File: src/rtl/echo_pulse_range_kalman_unit_defines.svh
// Assertion helpers used by the top-level unit to check behaviour.
`ifndef ECHO_PULSE_RANGE_KALMAN_UNIT_DEFINES_SVH
`define ECHO_PULSE_RANGE_KALMAN_UNIT_DEFINES_SVH

// Check that a property holds on every rising clock edge outside reset.
`define EPRK_ASSERT(lbl, prop, msg) \
  lbl: assert property (@(posedge clk_i) disable iff (!rst_ni) (prop)) else $error(msg);

// Check that a condition never occurs outside reset.
`define EPRK_ASSERT_NEVER(lbl, cond, msg) \
  lbl: assert property (@(posedge clk_i) disable iff (!rst_ni) !(cond)) else $error(msg);

`endif

File: src/rtl/epr_kal_pkg.sv
package epr_kal_pkg;

  // Field and datapath widths, divider steps and queue depth
  localparam int unsigned OverflowBitsDef = 6;
  localparam int unsigned CountW          = 16;
  localparam int unsigned DistW           = 17;
  localparam int unsigned NoiseW          = 24;
  localparam int unsigned ScaleW          = 24;
  localparam int unsigned CovW            = 32;
  localparam int unsigned EstW            = 33;
  localparam int unsigned FracW           = 24;
  localparam int unsigned GainW           = 25;
  localparam int unsigned EstFracW        = 16;
  localparam int unsigned MulAW           = 33;
  localparam int unsigned MulBW           = 25;
  localparam int unsigned ProdW           = MulAW + MulBW;
  localparam int unsigned DivSteps        = 25;
  localparam int unsigned QueueDepth      = 2;

  // Configuration port
  localparam int unsigned CfgIdxW  = 3;
  localparam int unsigned CfgDataW = 32;

  localparam logic [CfgIdxW-1:0] CfgProcessNoise = CfgIdxW'(0);
  localparam logic [CfgIdxW-1:0] CfgMeasureNoise = CfgIdxW'(1);
  localparam logic [CfgIdxW-1:0] CfgInitCov      = CfgIdxW'(2);
  localparam logic [CfgIdxW-1:0] CfgCmPerTick    = CfgIdxW'(3);

  // Register reset values
  localparam logic [NoiseW-1:0] ProcessNoiseRst = NoiseW'(13422);
  localparam logic [NoiseW-1:0] MeasureNoiseRst = NoiseW'(33554);
  localparam logic [CovW-1:0]   InitCovRst      = CovW'(167772160);
  localparam logic [ScaleW-1:0] CmPerTickRst    = ScaleW'(285213);

  // Fixed constants
  localparam logic [CountW-1:0] HeldSat = {CountW{1'b1}};
  localparam logic [DistW-1:0]  DistMax = {DistW{1'b1}};
  localparam logic [GainW-1:0]  OneQ24  = GainW'(1) << FracW;

  // Per-word status that rides with each job to the result
  typedef struct packed {
    logic new_sample;
    logic counter_clear;
    logic edge_polarity;
    logic capture_done;
  } res_flags_t;

  localparam int unsigned JobWDef = $bits(res_flags_t) + OverflowBitsDef + CountW;

endpackage

File: src/rtl/epr_kal_front.sv
module epr_kal_front #(
  parameter int unsigned OverflowBits = epr_kal_pkg::OverflowBitsDef
) (
  input  logic                                 clk_i,
  input  logic                                 rst_ni,
  input  logic                                 in_push_i,
  output logic                                 in_full_o,
  input  logic                                 req_type_i,
  input  logic                                 update_flag_i,
  input  logic                                 capture_flag_i,
  input  logic [epr_kal_pkg::CountW-1:0]       capture_count_i,
  output logic                                 job_push_o,
  input  logic                                 job_full_i,
  output epr_kal_pkg::res_flags_t              job_flags_o,
  output logic [OverflowBits+epr_kal_pkg::CountW-1:0] job_width_o
);

  logic                            done_q, done_d;
  logic                            high_q, high_d;
  logic [OverflowBits-1:0]         ovf_q, ovf_d;
  logic [epr_kal_pkg::CountW-1:0]  held_q, held_d;
  logic                            pol_q, pol_d;
  logic                            fresh, clear;
  logic                            accept;

  assign accept    = in_push_i && !job_full_i;
  assign in_full_o = job_full_i;

  // Run the capture machine on the incoming word
  always_comb begin
    done_d = done_q;
    high_d = high_q;
    ovf_d  = ovf_q;
    held_d = held_q;
    pol_d  = pol_q;
    fresh  = 1'b0;
    clear  = 1'b0;
    if (req_type_i) begin
      if (done_q) begin
        fresh  = 1'b1;
        done_d = 1'b0;
        high_d = 1'b0;
        ovf_d  = '0;
      end
    end else if (!done_q) begin
      if (update_flag_i && high_q) begin
        if (ovf_q == {OverflowBits{1'b1}}) begin
          done_d = 1'b1;
          held_d = epr_kal_pkg::HeldSat;
        end else begin
          ovf_d = ovf_q + OverflowBits'(1);
        end
      end
      if (capture_flag_i) begin
        if (high_q) begin
          done_d = 1'b1;
          held_d = capture_count_i;
          pol_d  = 1'b0;
        end else begin
          ovf_d  = '0;
          held_d = '0;
          high_d = 1'b1;
          pol_d  = 1'b1;
          clear  = 1'b1;
        end
      end
    end
  end

  // Hand the classified word to the back end
  assign job_push_o                = accept;
  assign job_flags_o.new_sample    = fresh;
  assign job_flags_o.counter_clear = clear;
  assign job_flags_o.edge_polarity = pol_d;
  assign job_flags_o.capture_done  = done_d;
  assign job_width_o               = {ovf_q, held_q};

  // Advance capture state on each accepted word
  always_ff @(posedge clk_i or negedge rst_ni) begin
    if (!rst_ni) begin
      done_q <= 1'b0;
      high_q <= 1'b0;
      ovf_q  <= '0;
      held_q <= '0;
      pol_q  <= 1'b0;
    end else if (accept) begin
      done_q <= done_d;
      high_q <= high_d;
      ovf_q  <= ovf_d;
      held_q <= held_d;
      pol_q  <= pol_d;
    end
  end

endmodule

File: src/rtl/epr_kal_fifo.sv
module epr_kal_fifo #(
  parameter int unsigned DataW = epr_kal_pkg::JobWDef,
  parameter int unsigned Depth = epr_kal_pkg::QueueDepth
) (
  input  logic             clk_i,
  input  logic             rst_ni,
  input  logic             push_i,
  input  logic [DataW-1:0] data_i,
  output logic             full_o,
  input  logic             pop_i,
  output logic [DataW-1:0] data_o,
  output logic             empty_o
);

  localparam int unsigned PtrW = (Depth > 1) ? $clog2(Depth) : 1;
  localparam int unsigned CntW = $clog2(Depth + 1);

  logic [DataW-1:0] slot_q [Depth];
  logic [PtrW-1:0]  wr_ptr_q, rd_ptr_q;
  logic [CntW-1:0]  cnt_q;
  logic             do_push, do_pop;

  assign full_o  = (cnt_q == CntW'(Depth));
  assign empty_o = (cnt_q == '0);
  assign do_push = push_i && !full_o;
  assign do_pop  = pop_i && !empty_o;
  assign data_o  = slot_q[rd_ptr_q];

  // Store incoming words
  always_ff @(posedge clk_i) begin
    if (do_push) begin
      slot_q[wr_ptr_q] <= data_i;
    end
  end

  // Advance pointers and fill count
  always_ff @(posedge clk_i or negedge rst_ni) begin
    if (!rst_ni) begin
      wr_ptr_q <= '0;
      rd_ptr_q <= '0;
      cnt_q    <= '0;
    end else begin
      if (do_push) begin
        wr_ptr_q <= (wr_ptr_q == PtrW'(Depth - 1)) ? '0 : wr_ptr_q + PtrW'(1);
      end
      if (do_pop) begin
        rd_ptr_q <= (rd_ptr_q == PtrW'(Depth - 1)) ? '0 : rd_ptr_q + PtrW'(1);
      end
      if (do_push && !do_pop) begin
        cnt_q <= cnt_q + CntW'(1);
      end else if (do_pop && !do_push) begin
        cnt_q <= cnt_q - CntW'(1);
      end
    end
  end

endmodule

File: src/rtl/epr_kal_back.sv
module epr_kal_back #(
  parameter int unsigned OverflowBits = epr_kal_pkg::OverflowBitsDef
) (
  input  logic                                        clk_i,
  input  logic                                        rst_ni,
  input  logic                                        job_empty_i,
  output logic                                        job_pop_o,
  input  epr_kal_pkg::res_flags_t                     job_flags_i,
  input  logic [OverflowBits+epr_kal_pkg::CountW-1:0] job_width_i,
  input  logic                                        cfg_valid_i,
  input  logic [epr_kal_pkg::CfgIdxW-1:0]             cfg_index_i,
  input  logic [epr_kal_pkg::CfgDataW-1:0]            cfg_data_i,
  input  logic                                        out_pop_i,
  output logic                                        out_empty_o,
  output logic [epr_kal_pkg::DistW-1:0]               out_dist_o,
  output epr_kal_pkg::res_flags_t                     out_flags_o
);

  localparam int unsigned WidthW = OverflowBits + epr_kal_pkg::CountW;
  localparam int unsigned StepW  = $clog2(epr_kal_pkg::DivSteps);
  localparam int unsigned RemW   = epr_kal_pkg::CovW + 2;
  localparam int unsigned DenW   = epr_kal_pkg::CovW + 1;
  localparam int unsigned SumW   = epr_kal_pkg::ProdW + 1;

  typedef enum logic [3:0] {
    ST_IDLE,
    ST_ZMUL,
    ST_ZSAT,
    ST_DIV,
    ST_KFIX,
    ST_EMUL,
    ST_ZK,
    ST_EUPD,
    ST_PUPD,
    ST_OUT
  } state_e;

  state_e state_q;

  // Configuration and filter state
  logic [epr_kal_pkg::NoiseW-1:0]  pn_q, mn_q;
  logic [epr_kal_pkg::ScaleW-1:0]  cm_q;
  logic [epr_kal_pkg::CovW-1:0]    cov_q;
  logic [epr_kal_pkg::EstW-1:0]    est_q;
  logic [epr_kal_pkg::DistW-1:0]   dist_q;
  logic [StepW-1:0]                step_q;

  // Output register
  logic                            out_valid_q;
  logic [epr_kal_pkg::DistW-1:0]   out_dist_q;
  epr_kal_pkg::res_flags_t         out_flags_q;

  // Datapath scratch
  logic [WidthW-1:0]               width_q;
  epr_kal_pkg::res_flags_t         flags_q;
  logic [epr_kal_pkg::CovW-1:0]    p_q;
  logic [DenW-1:0]                 den_q;
  logic [RemW-1:0]                 rem_q;
  logic [epr_kal_pkg::GainW-1:0]   quo_q;
  logic [epr_kal_pkg::DistW-1:0]   z_q;
  logic [epr_kal_pkg::GainW-1:0]   k_q, omk_q;
  logic [epr_kal_pkg::ProdW-1:0]   prod_q, acc_q;

  logic                            out_free;
  logic                            take_pass, take_kal;
  logic [DenW-1:0]                 p_sum;
  logic [epr_kal_pkg::CovW-1:0]    p_sat;
  logic                            div_ge;
  logic [RemW-1:0]                 div_sel;
  logic [epr_kal_pkg::GainW-1:0]   k_val;
  logic [SumW-1:0]                 est_sum;
  logic [epr_kal_pkg::MulAW-1:0]   mul_a;
  logic [epr_kal_pkg::MulBW-1:0]   mul_b;

  assign out_free    = !out_valid_q || out_pop_i;
  assign take_kal    = (state_q == ST_IDLE) && !job_empty_i && job_flags_i.new_sample;
  assign take_pass   = (state_q == ST_IDLE) && !job_empty_i && !job_flags_i.new_sample
                       && out_free;
  assign job_pop_o   = take_kal || take_pass;
  assign out_empty_o = !out_valid_q;
  assign out_dist_o  = out_dist_q;
  assign out_flags_o = out_flags_q;

  // Predicted covariance, saturated
  assign p_sum = {1'b0, cov_q} + DenW'(pn_q);
  assign p_sat = p_sum[DenW-1] ? {epr_kal_pkg::CovW{1'b1}} : p_sum[epr_kal_pkg::CovW-1:0];

  // One restoring division step
  assign div_ge  = rem_q >= RemW'(den_q);
  assign div_sel = div_ge ? (rem_q - RemW'(den_q)) : rem_q;

  // Gain, clamped to one and forced to zero on a zero denominator
  always_comb begin
    if (den_q == '0) begin
      k_val = '0;
    end else if (quo_q > epr_kal_pkg::OneQ24) begin
      k_val = epr_kal_pkg::OneQ24;
    end else begin
      k_val = quo_q;
    end
  end

  // New estimate from the two partial products
  assign est_sum = SumW'(acc_q) + (SumW'(prod_q) << epr_kal_pkg::EstFracW);

  // Select operands of the shared multiplier
  always_comb begin
    case (state_q)
      ST_ZMUL: begin
        mul_a = epr_kal_pkg::MulAW'(width_q);
        mul_b = epr_kal_pkg::MulBW'(cm_q);
      end
      ST_EMUL: begin
        mul_a = est_q;
        mul_b = omk_q;
      end
      ST_ZK: begin
        mul_a = epr_kal_pkg::MulAW'(z_q);
        mul_b = k_q;
      end
      ST_EUPD: begin
        mul_a = epr_kal_pkg::MulAW'(p_q);
        mul_b = omk_q;
      end
      default: begin
        mul_a = '0;
        mul_b = '0;
      end
    endcase
  end

  // Sequencer, filter state, configuration and output register
  always_ff @(posedge clk_i or negedge rst_ni) begin
    if (!rst_ni) begin
      state_q     <= ST_IDLE;
      pn_q        <= epr_kal_pkg::ProcessNoiseRst;
      mn_q        <= epr_kal_pkg::MeasureNoiseRst;
      cm_q        <= epr_kal_pkg::CmPerTickRst;
      cov_q       <= epr_kal_pkg::InitCovRst;
      est_q       <= '0;
      dist_q      <= '0;
      step_q      <= '0;
      out_valid_q <= 1'b0;
      out_dist_q  <= '0;
      out_flags_q <= '0;
    end else begin
      if (out_pop_i && out_valid_q) begin
        out_valid_q <= 1'b0;
      end
      if (cfg_valid_i) begin
        unique case (cfg_index_i)
          epr_kal_pkg::CfgProcessNoise: pn_q <= cfg_data_i[epr_kal_pkg::NoiseW-1:0];
          epr_kal_pkg::CfgMeasureNoise: mn_q <= cfg_data_i[epr_kal_pkg::NoiseW-1:0];
          epr_kal_pkg::CfgInitCov: begin
            cov_q <= cfg_data_i[epr_kal_pkg::CovW-1:0];
          end
          epr_kal_pkg::CfgCmPerTick: cm_q <= cfg_data_i[epr_kal_pkg::ScaleW-1:0];
          default: ;
        endcase
      end
      unique case (state_q)
        ST_IDLE: begin
          if (take_kal) begin
            state_q <= ST_ZMUL;
          end else if (take_pass) begin
            out_valid_q <= 1'b1;
            out_dist_q  <= dist_q;
            out_flags_q <= job_flags_i;
          end
        end
        ST_ZMUL: state_q <= ST_ZSAT;
        ST_ZSAT: begin
          step_q  <= StepW'(epr_kal_pkg::DivSteps - 1);
          state_q <= ST_DIV;
        end
        ST_DIV: begin
          if (step_q == '0) begin
            state_q <= ST_KFIX;
          end else begin
            step_q <= step_q - StepW'(1);
          end
        end
        ST_KFIX: state_q <= ST_EMUL;
        ST_EMUL: state_q <= ST_ZK;
        ST_ZK:   state_q <= ST_EUPD;
        ST_EUPD: begin
          est_q   <= est_sum[epr_kal_pkg::FracW +: epr_kal_pkg::EstW];
          state_q <= ST_PUPD;
        end
        ST_PUPD: begin
          cov_q   <= prod_q[epr_kal_pkg::FracW +: epr_kal_pkg::CovW];
          dist_q  <= est_q[epr_kal_pkg::EstFracW +: epr_kal_pkg::DistW];
          state_q <= ST_OUT;
        end
        ST_OUT: begin
          if (out_free) begin
            out_valid_q <= 1'b1;
            out_dist_q  <= dist_q;
            out_flags_q <= flags_q;
            state_q     <= ST_IDLE;
          end
        end
        default: state_q <= ST_IDLE;
      endcase
    end
  end

  // Datapath registers of the filter step
  always_ff @(posedge clk_i) begin
    if (take_kal) begin
      width_q <= job_width_i;
      flags_q <= job_flags_i;
      p_q     <= p_sat;
    end
    case (state_q)
      ST_ZMUL: begin
        prod_q <= mul_a * mul_b;
        den_q  <= {1'b0, p_q} + DenW'(mn_q);
        rem_q  <= RemW'(p_q);
        quo_q  <= '0;
      end
      ST_ZSAT: begin
        if (prod_q[epr_kal_pkg::ProdW-1:epr_kal_pkg::FracW+epr_kal_pkg::DistW] != '0) begin
          z_q <= epr_kal_pkg::DistMax;
        end else begin
          z_q <= prod_q[epr_kal_pkg::FracW +: epr_kal_pkg::DistW];
        end
      end
      ST_DIV: begin
        quo_q <= {quo_q[epr_kal_pkg::GainW-2:0], div_ge};
        rem_q <= {div_sel[RemW-2:0], 1'b0};
      end
      ST_KFIX: begin
        k_q   <= k_val;
        omk_q <= epr_kal_pkg::OneQ24 - k_val;
      end
      ST_EMUL: prod_q <= mul_a * mul_b;
      ST_ZK: begin
        acc_q  <= prod_q;
        prod_q <= mul_a * mul_b;
      end
      ST_EUPD: prod_q <= mul_a * mul_b;
      default: ;
    endcase
  end

endmodule

File: src/rtl/echo_pulse_range_kalman_unit.sv
// Echo pulse range unit with a scalar Kalman smoother. Timer events (req_type_i 0)
// drive a pulse width capture machine; a distance read (req_type_i 1) that finds a
// finished capture converts the width to centimetres, runs one fixed-point Kalman
// step and re-arms capture, and every word pushed yields exactly one result word.
// Timer events and reads without a finished capture pass the front end and the job
// queue into the result register once the back end is idle and the result register
// is free. A read that consumes a capture occupies the back end for one pass of the
// shared 33x25 multiplier for the scale, the bit-serial restoring divider for the
// gain, three more multiplier passes for the estimate and covariance, and sequencing
// states. A two-word queue between front and back lets the front accept up to two
// more words while that step runs; after that full stays high until the back end
// pops the next word. Configuration writes are always ready and must be issued only
// while the unit is idle; writing initial_covariance also reloads the covariance.
`include "echo_pulse_range_kalman_unit_defines.svh"

module echo_pulse_range_kalman_unit #(
  parameter int unsigned OverflowBits = epr_kal_pkg::OverflowBitsDef
) (
  input  logic                              clk_i,
  input  logic                              rst_ni,
  input  logic                              push,
  output logic                              full,
  input  logic                              req_type_i,
  input  logic                              update_flag_i,
  input  logic                              capture_flag_i,
  input  logic [epr_kal_pkg::CountW-1:0]    capture_count_i,
  output logic                              empty,
  input  logic                              pop,
  output logic [epr_kal_pkg::DistW-1:0]     distance_cm_o,
  output logic                              new_sample_o,
  output logic                              counter_clear_o,
  output logic                              edge_polarity_o,
  output logic                              capture_done_o,
  input  logic                              cfg_valid_i,
  output logic                              cfg_ready_o,
  input  logic [epr_kal_pkg::CfgIdxW-1:0]   cfg_index_i,
  input  logic [epr_kal_pkg::CfgDataW-1:0]  cfg_data_i
);

  localparam int unsigned WidthW = OverflowBits + epr_kal_pkg::CountW;
  localparam int unsigned FlagW  = $bits(epr_kal_pkg::res_flags_t);
  localparam int unsigned JobW   = FlagW + WidthW;

  logic                    job_push, job_full, job_pop, job_empty;
  epr_kal_pkg::res_flags_t fr_flags, bk_flags, res_flags;
  logic [WidthW-1:0]       fr_width, bk_width;
  logic [JobW-1:0]         job_wdata, job_rdata;

  assign cfg_ready_o = 1'b1;

  // Classify words and run the capture machine
  epr_kal_front #(
    .OverflowBits(OverflowBits)
  ) u_front (
    .clk_i          (clk_i),
    .rst_ni         (rst_ni),
    .in_push_i      (push),
    .in_full_o      (full),
    .req_type_i     (req_type_i),
    .update_flag_i  (update_flag_i),
    .capture_flag_i (capture_flag_i),
    .capture_count_i(capture_count_i),
    .job_push_o     (job_push),
    .job_full_i     (job_full),
    .job_flags_o    (fr_flags),
    .job_width_o    (fr_width)
  );

  assign job_wdata = {fr_flags, fr_width};

  // Buffer jobs between front and back
  epr_kal_fifo #(
    .DataW(JobW),
    .Depth(epr_kal_pkg::QueueDepth)
  ) u_fifo (
    .clk_i  (clk_i),
    .rst_ni (rst_ni),
    .push_i (job_push),
    .data_i (job_wdata),
    .full_o (job_full),
    .pop_i  (job_pop),
    .data_o (job_rdata),
    .empty_o(job_empty)
  );

  assign bk_flags = job_rdata[JobW-1 -: FlagW];
  assign bk_width = job_rdata[WidthW-1:0];

  // Carry out filter steps and hold results
  epr_kal_back #(
    .OverflowBits(OverflowBits)
  ) u_back (
    .clk_i      (clk_i),
    .rst_ni     (rst_ni),
    .job_empty_i(job_empty),
    .job_pop_o  (job_pop),
    .job_flags_i(bk_flags),
    .job_width_i(bk_width),
    .cfg_valid_i(cfg_valid_i),
    .cfg_index_i(cfg_index_i),
    .cfg_data_i (cfg_data_i),
    .out_pop_i  (pop),
    .out_empty_o(empty),
    .out_dist_o (distance_cm_o),
    .out_flags_o(res_flags)
  );

  assign new_sample_o    = res_flags.new_sample;
  assign counter_clear_o = res_flags.counter_clear;
  assign edge_polarity_o = res_flags.edge_polarity;
  assign capture_done_o  = res_flags.capture_done;

  // Checks
  `EPRK_ASSERT_NEVER(a_fresh_and_clear, !empty && new_sample_o && counter_clear_o, "read result also clears counter")
  `EPRK_ASSERT(a_fresh_not_done, (!empty && new_sample_o) |-> !capture_done_o, "consumed capture still marked done")
  `EPRK_ASSERT(a_clear_arms_fall, (!empty && counter_clear_o) |-> edge_polarity_o, "counter clear without falling edge armed")
  `EPRK_ASSERT_NEVER(a_job_overrun, job_push && job_full, "job pushed into full queue")

endmodule
File: config.mk
export PLATFORM = sky130hd
export DESIGN_NAME = echo_pulse_range_kalman_unit
export DESIGN_NICKNAME = d
export VERILOG_FILES = /design/src/rtl/epr_kal_pkg.sv /design/src/rtl/epr_kal_front.sv /design/src/rtl/epr_kal_fifo.sv /design/src/rtl/epr_kal_back.sv /design/src/rtl/echo_pulse_range_kalman_unit.sv
export VERILOG_INCLUDE_DIRS = /design/src /design/src/rtl
export SDC_FILE = /design/constraint.sdc
export NUM_CORES = 2
export LEC_CHECK = 0
export BUFFER_PORTS_ARGS = -buffer_cell sky130_fd_sc_hd__buf_2
export CAP_MARGIN = 10
export CORE_MARGIN = 2
export CORE_UTILIZATION = 60
export CTS_BUF_LIST = sky130_fd_sc_hd__clkbuf_4
export DETAILED_ROUTE_END_ITERATION = 8
export GPL_TIMING_DRIVEN = 0
export PLACE_DENSITY = 0.83
export SLEW_MARGIN = 25
export SYNTH_ARGS = -nofsm -noshare
export SYNTH_HDL_FRONTEND = slang
export SYNTH_SLANG_ARGS = --single-unit
File: constraint.sdc
create_clock -name clk_i -period 9.97 [get_ports clk_i]
set_input_delay 1.994 -clock clk_i [delete_from_list [all_inputs] [get_ports clk_i]]
set_output_delay 1.994 -clock clk_i [all_outputs]
set_load 0.02 [all_outputs]
==> impl_metrics.toml <==
[routing]
vias = 43500
viasPerCell = 6.16
drc = 0
ant_nets = 0
drt-total-wl_um = 185000
routedWlPerCell_um = 26.1
drtIter0Drc = 5032
dr.pass1.iters = 6

[synthesis]
synthesis.nets = 6614
ys_top_cells_by_count = "inv_1, nand2_1, fa_1, nor2_1, edfxtp_1"
ys_seq_elements = 581
yosys-top-cells-area = "fa_1, edfxtp_1, dfrtp_1, ha_1, inv_1"
synth_area_mm2 = 0.0544
synth-main-ff-cell = "edfxtp_1"
synth-seq-area-share_pct = 30.1
syn_inst = 5522
synth_edf_count = 367
yosys.area.top_type = "fa_1"
ys_types = 83
avgSynthCellArea_um2 = 9.86
yosysMostFrequentCell = "inv_1"
synth.top_cell.area_share_pct = 26.2
ys_warn_count = 0
synthArstFlopShare_pct = 36.8

[clocking]
insertion_delay_ns = 0.95
clk_pin_slew_ns = 0.07
root_buffer = "clkbuf_4"
cts_made_buffers = 139
h-tree-depth = 4
clockBufferDepth = 3
cts_tree = "yes"
clock-sinks = 581

[timing]
finalSetupViolations = 0
period_share_pct = 97.8
hold_viol_final = 0
min_period_ns = 9.76
finalMaxSlewViolations = 0
fmax_mhz = 103
slew_headroom_pct = 30.9
fin_skew_ns = 0.0502
tightest_slew_ns = 1.04

[setup_path]
crit_path_start = "u_back.state_q[1]"
endpoint = "u_back.prod_q[54]"
worstPathMaxFanout = 10
worstSetupPathType = "register to register"
crit_buf_inv = 9
startpoint_type = "register"
cpPeakStageDelay_ns = 0.60
ff2ff_setup_slack_ns = 0.21
reg2reg_from = "u_back.state_q[1]"
crit_family = "adder cells"
path_depth = 30
cp_common_cell = "fa_1"
crit_slowest_cell = "clkbuf_1"
timing.rr.end = "u_back.prod_q[54]"
critical_path_required_ns = 10.65
crit_arrival_ns = 10.44
critPathCaptureType = "register"
reg2reg_depth = 30

[final_layout]
fin_cells = 7072
design_area_mm2 = 0.0592
nNetsFinal = 6866
fillers = 7181
area_growth_pct = 8.82
drive_above_1_share_pct = 11.7

[grt]
grt_pass1_wl_um = 274000
grtUsageTotal_pct = 40.3
grt_pass1_vias = 44300
antenna_found_initial = 7
grt_max_degree = 86
overflow = 0

[place]
placed_cell_area_mm2 = 0.0568
place_inst = 6808
gp_congestion = 1.07
dp.final_hpwl_um = 147000
port-buffer-count = 81

[floorplanning]
coreArea_mm2 = 0.0900
die_y_um = 305
die-area_mm2 = 0.0932
num_rows = 110
ios = 83
die_w_um = 305
initial_core_util_pct = 60.5

[run]
cap_violations = 0

[run_status]
status = "completed"

[worst_hold_path]
hold_path_class = "register to register"
## flip-flops by register name (all words and copies together), names as in the netlist, 16 cells and up
| name | flops |
|---|---|
| u_back.pn_q | 24 |
| u_back.prod_q | 58 |
| u_back.acc_q | 41 |
| u_back.quo_q | 25 |
| u_back.den_q | 33 |
| u_back.est_q | 33 |
| u_back.omk_q | 25 |
| u_back.cm_q | 24 |
| u_front.held_q | 16 |
| u_back.z_q | 17 |
| u_back.dist_q | 17 |
| u_back.p_q | 32 |
| u_back.k_q | 24 |
| u_back.rem_q | 34 |
| u_fifo.slot_q | 52 |
| u_back.out_dist_o | 17 |
| u_back.mn_q | 24 |
| u_back.cov_q | 32 |
| u_back.width_q | 22 |
## area by class of cell
class | instances | area (um2) | area share [%]
Multi-Input combinational cell | 3840 | 34100 | 57.6
Antenna cell | 7 | 17.5 | 0.0296
Clock buffer | 219 | 1640 | 2.78
Inverter | 850 | 3190 | 5.39
Buffer | 241 | 1130 | 1.91
Tap cell | 1176 | 1470 | 2.48
Sequential cell | 581 | 16400 | 27.7
Timing Repair Buffer | 121 | 908 | 1.53
Clock inverter | 37 | 360 | 0.608
## stage by stage
step / setup TNS, ns / setup WS [ns] / hold WS [ns] / utilization [%]
5_1_grt: -0.00826 / -0.00675 / 0.481 / 65.8
2_1_floorplan: 0 / 0.256 / 0.427 / -
3_5_place_dp: -39.68 / -1.95 / 0.456 / 63.1
3_3_place_gp: -127.37 / -4.22 / 0.449 / 62.6
6_report: 0 / 0.214 / 0.470 / 65.8
4_1_cts: 0 / 0.00178 / 0.461 / 65.6
## routing by layer
metal	wire length [um]	GRT usage [%]	part of all wire (%)	vias up
met5	23	0	0.012	-
met1	66000	50.8	36	21400
met3	26800	15.5	15	719
li1	-	-	-	18400
met2	77100	57.9	42	3057
met4	14900	27.2	8.1	4
## cell usage in the layout (no fill, tap or decap), drive strengths merged, types with 130 or more instances in the layout
cell    Yosys  final
buf        26    144
o21ai     206    206
nor2      589    589
dfrtp     190    190
nand2     733    733
clkbuf    225    437
fa        713    713
mux2      130    130
a21oi     200    200
ha        320    320
edfxtp    367    367
inv       850    854
## worst min-delay path by stage
stage | from | endpoint | slack, ns | cells past startpoint
after floorplan | u_back.prod_q[56] | u_back.acc_q[56] | 0.43 | 0
after global placement | u_front.held_q[2] | u_fifo.slot_q[0][2] | 0.45 | 0
after detailed placement | u_front.held_q[2] | u_fifo.slot_q[1][2] | 0.46 | 0
after CTS | u_front.held_q[6] | u_fifo.slot_q[1][6] | 0.46 | 0
after global routing | u_front.held_q[4] | u_fifo.slot_q[1][4] | 0.48 | 0
final | u_front.held_q[12] | u_fifo.slot_q[0][12] | 0.47 | 0
## kinds of logic (layout without fill, tap and decap cells)
kind of cell	count (synthesis)	in the layout	share of synthesized area, %
AND/OR/NAND/NOR	1679	1679	13.1
buffers and inverters	1101	1468	7.65
adder cells (fa/ha/maj)	1033	1033	33.6
AO/OA/AOI/OAI	765	765	8.94
flip-flops	581	581	30.1
XOR/XNOR	182	182	2.93
multiplexers	180	180	3.61
other	1	8	0.00689
## repair_timing
action / in CTS / in global routing
endpoints found under the setup margin: 38 / 20
pin swaps: 2 / 7
buffers inserted: 4 / 5
gates resized for setup: 114 / 62
hold buffers: 0 / 0
Power is not shown: default switching activity piles up to over one toggle a cycle in this logic, so the estimate is an artifact.
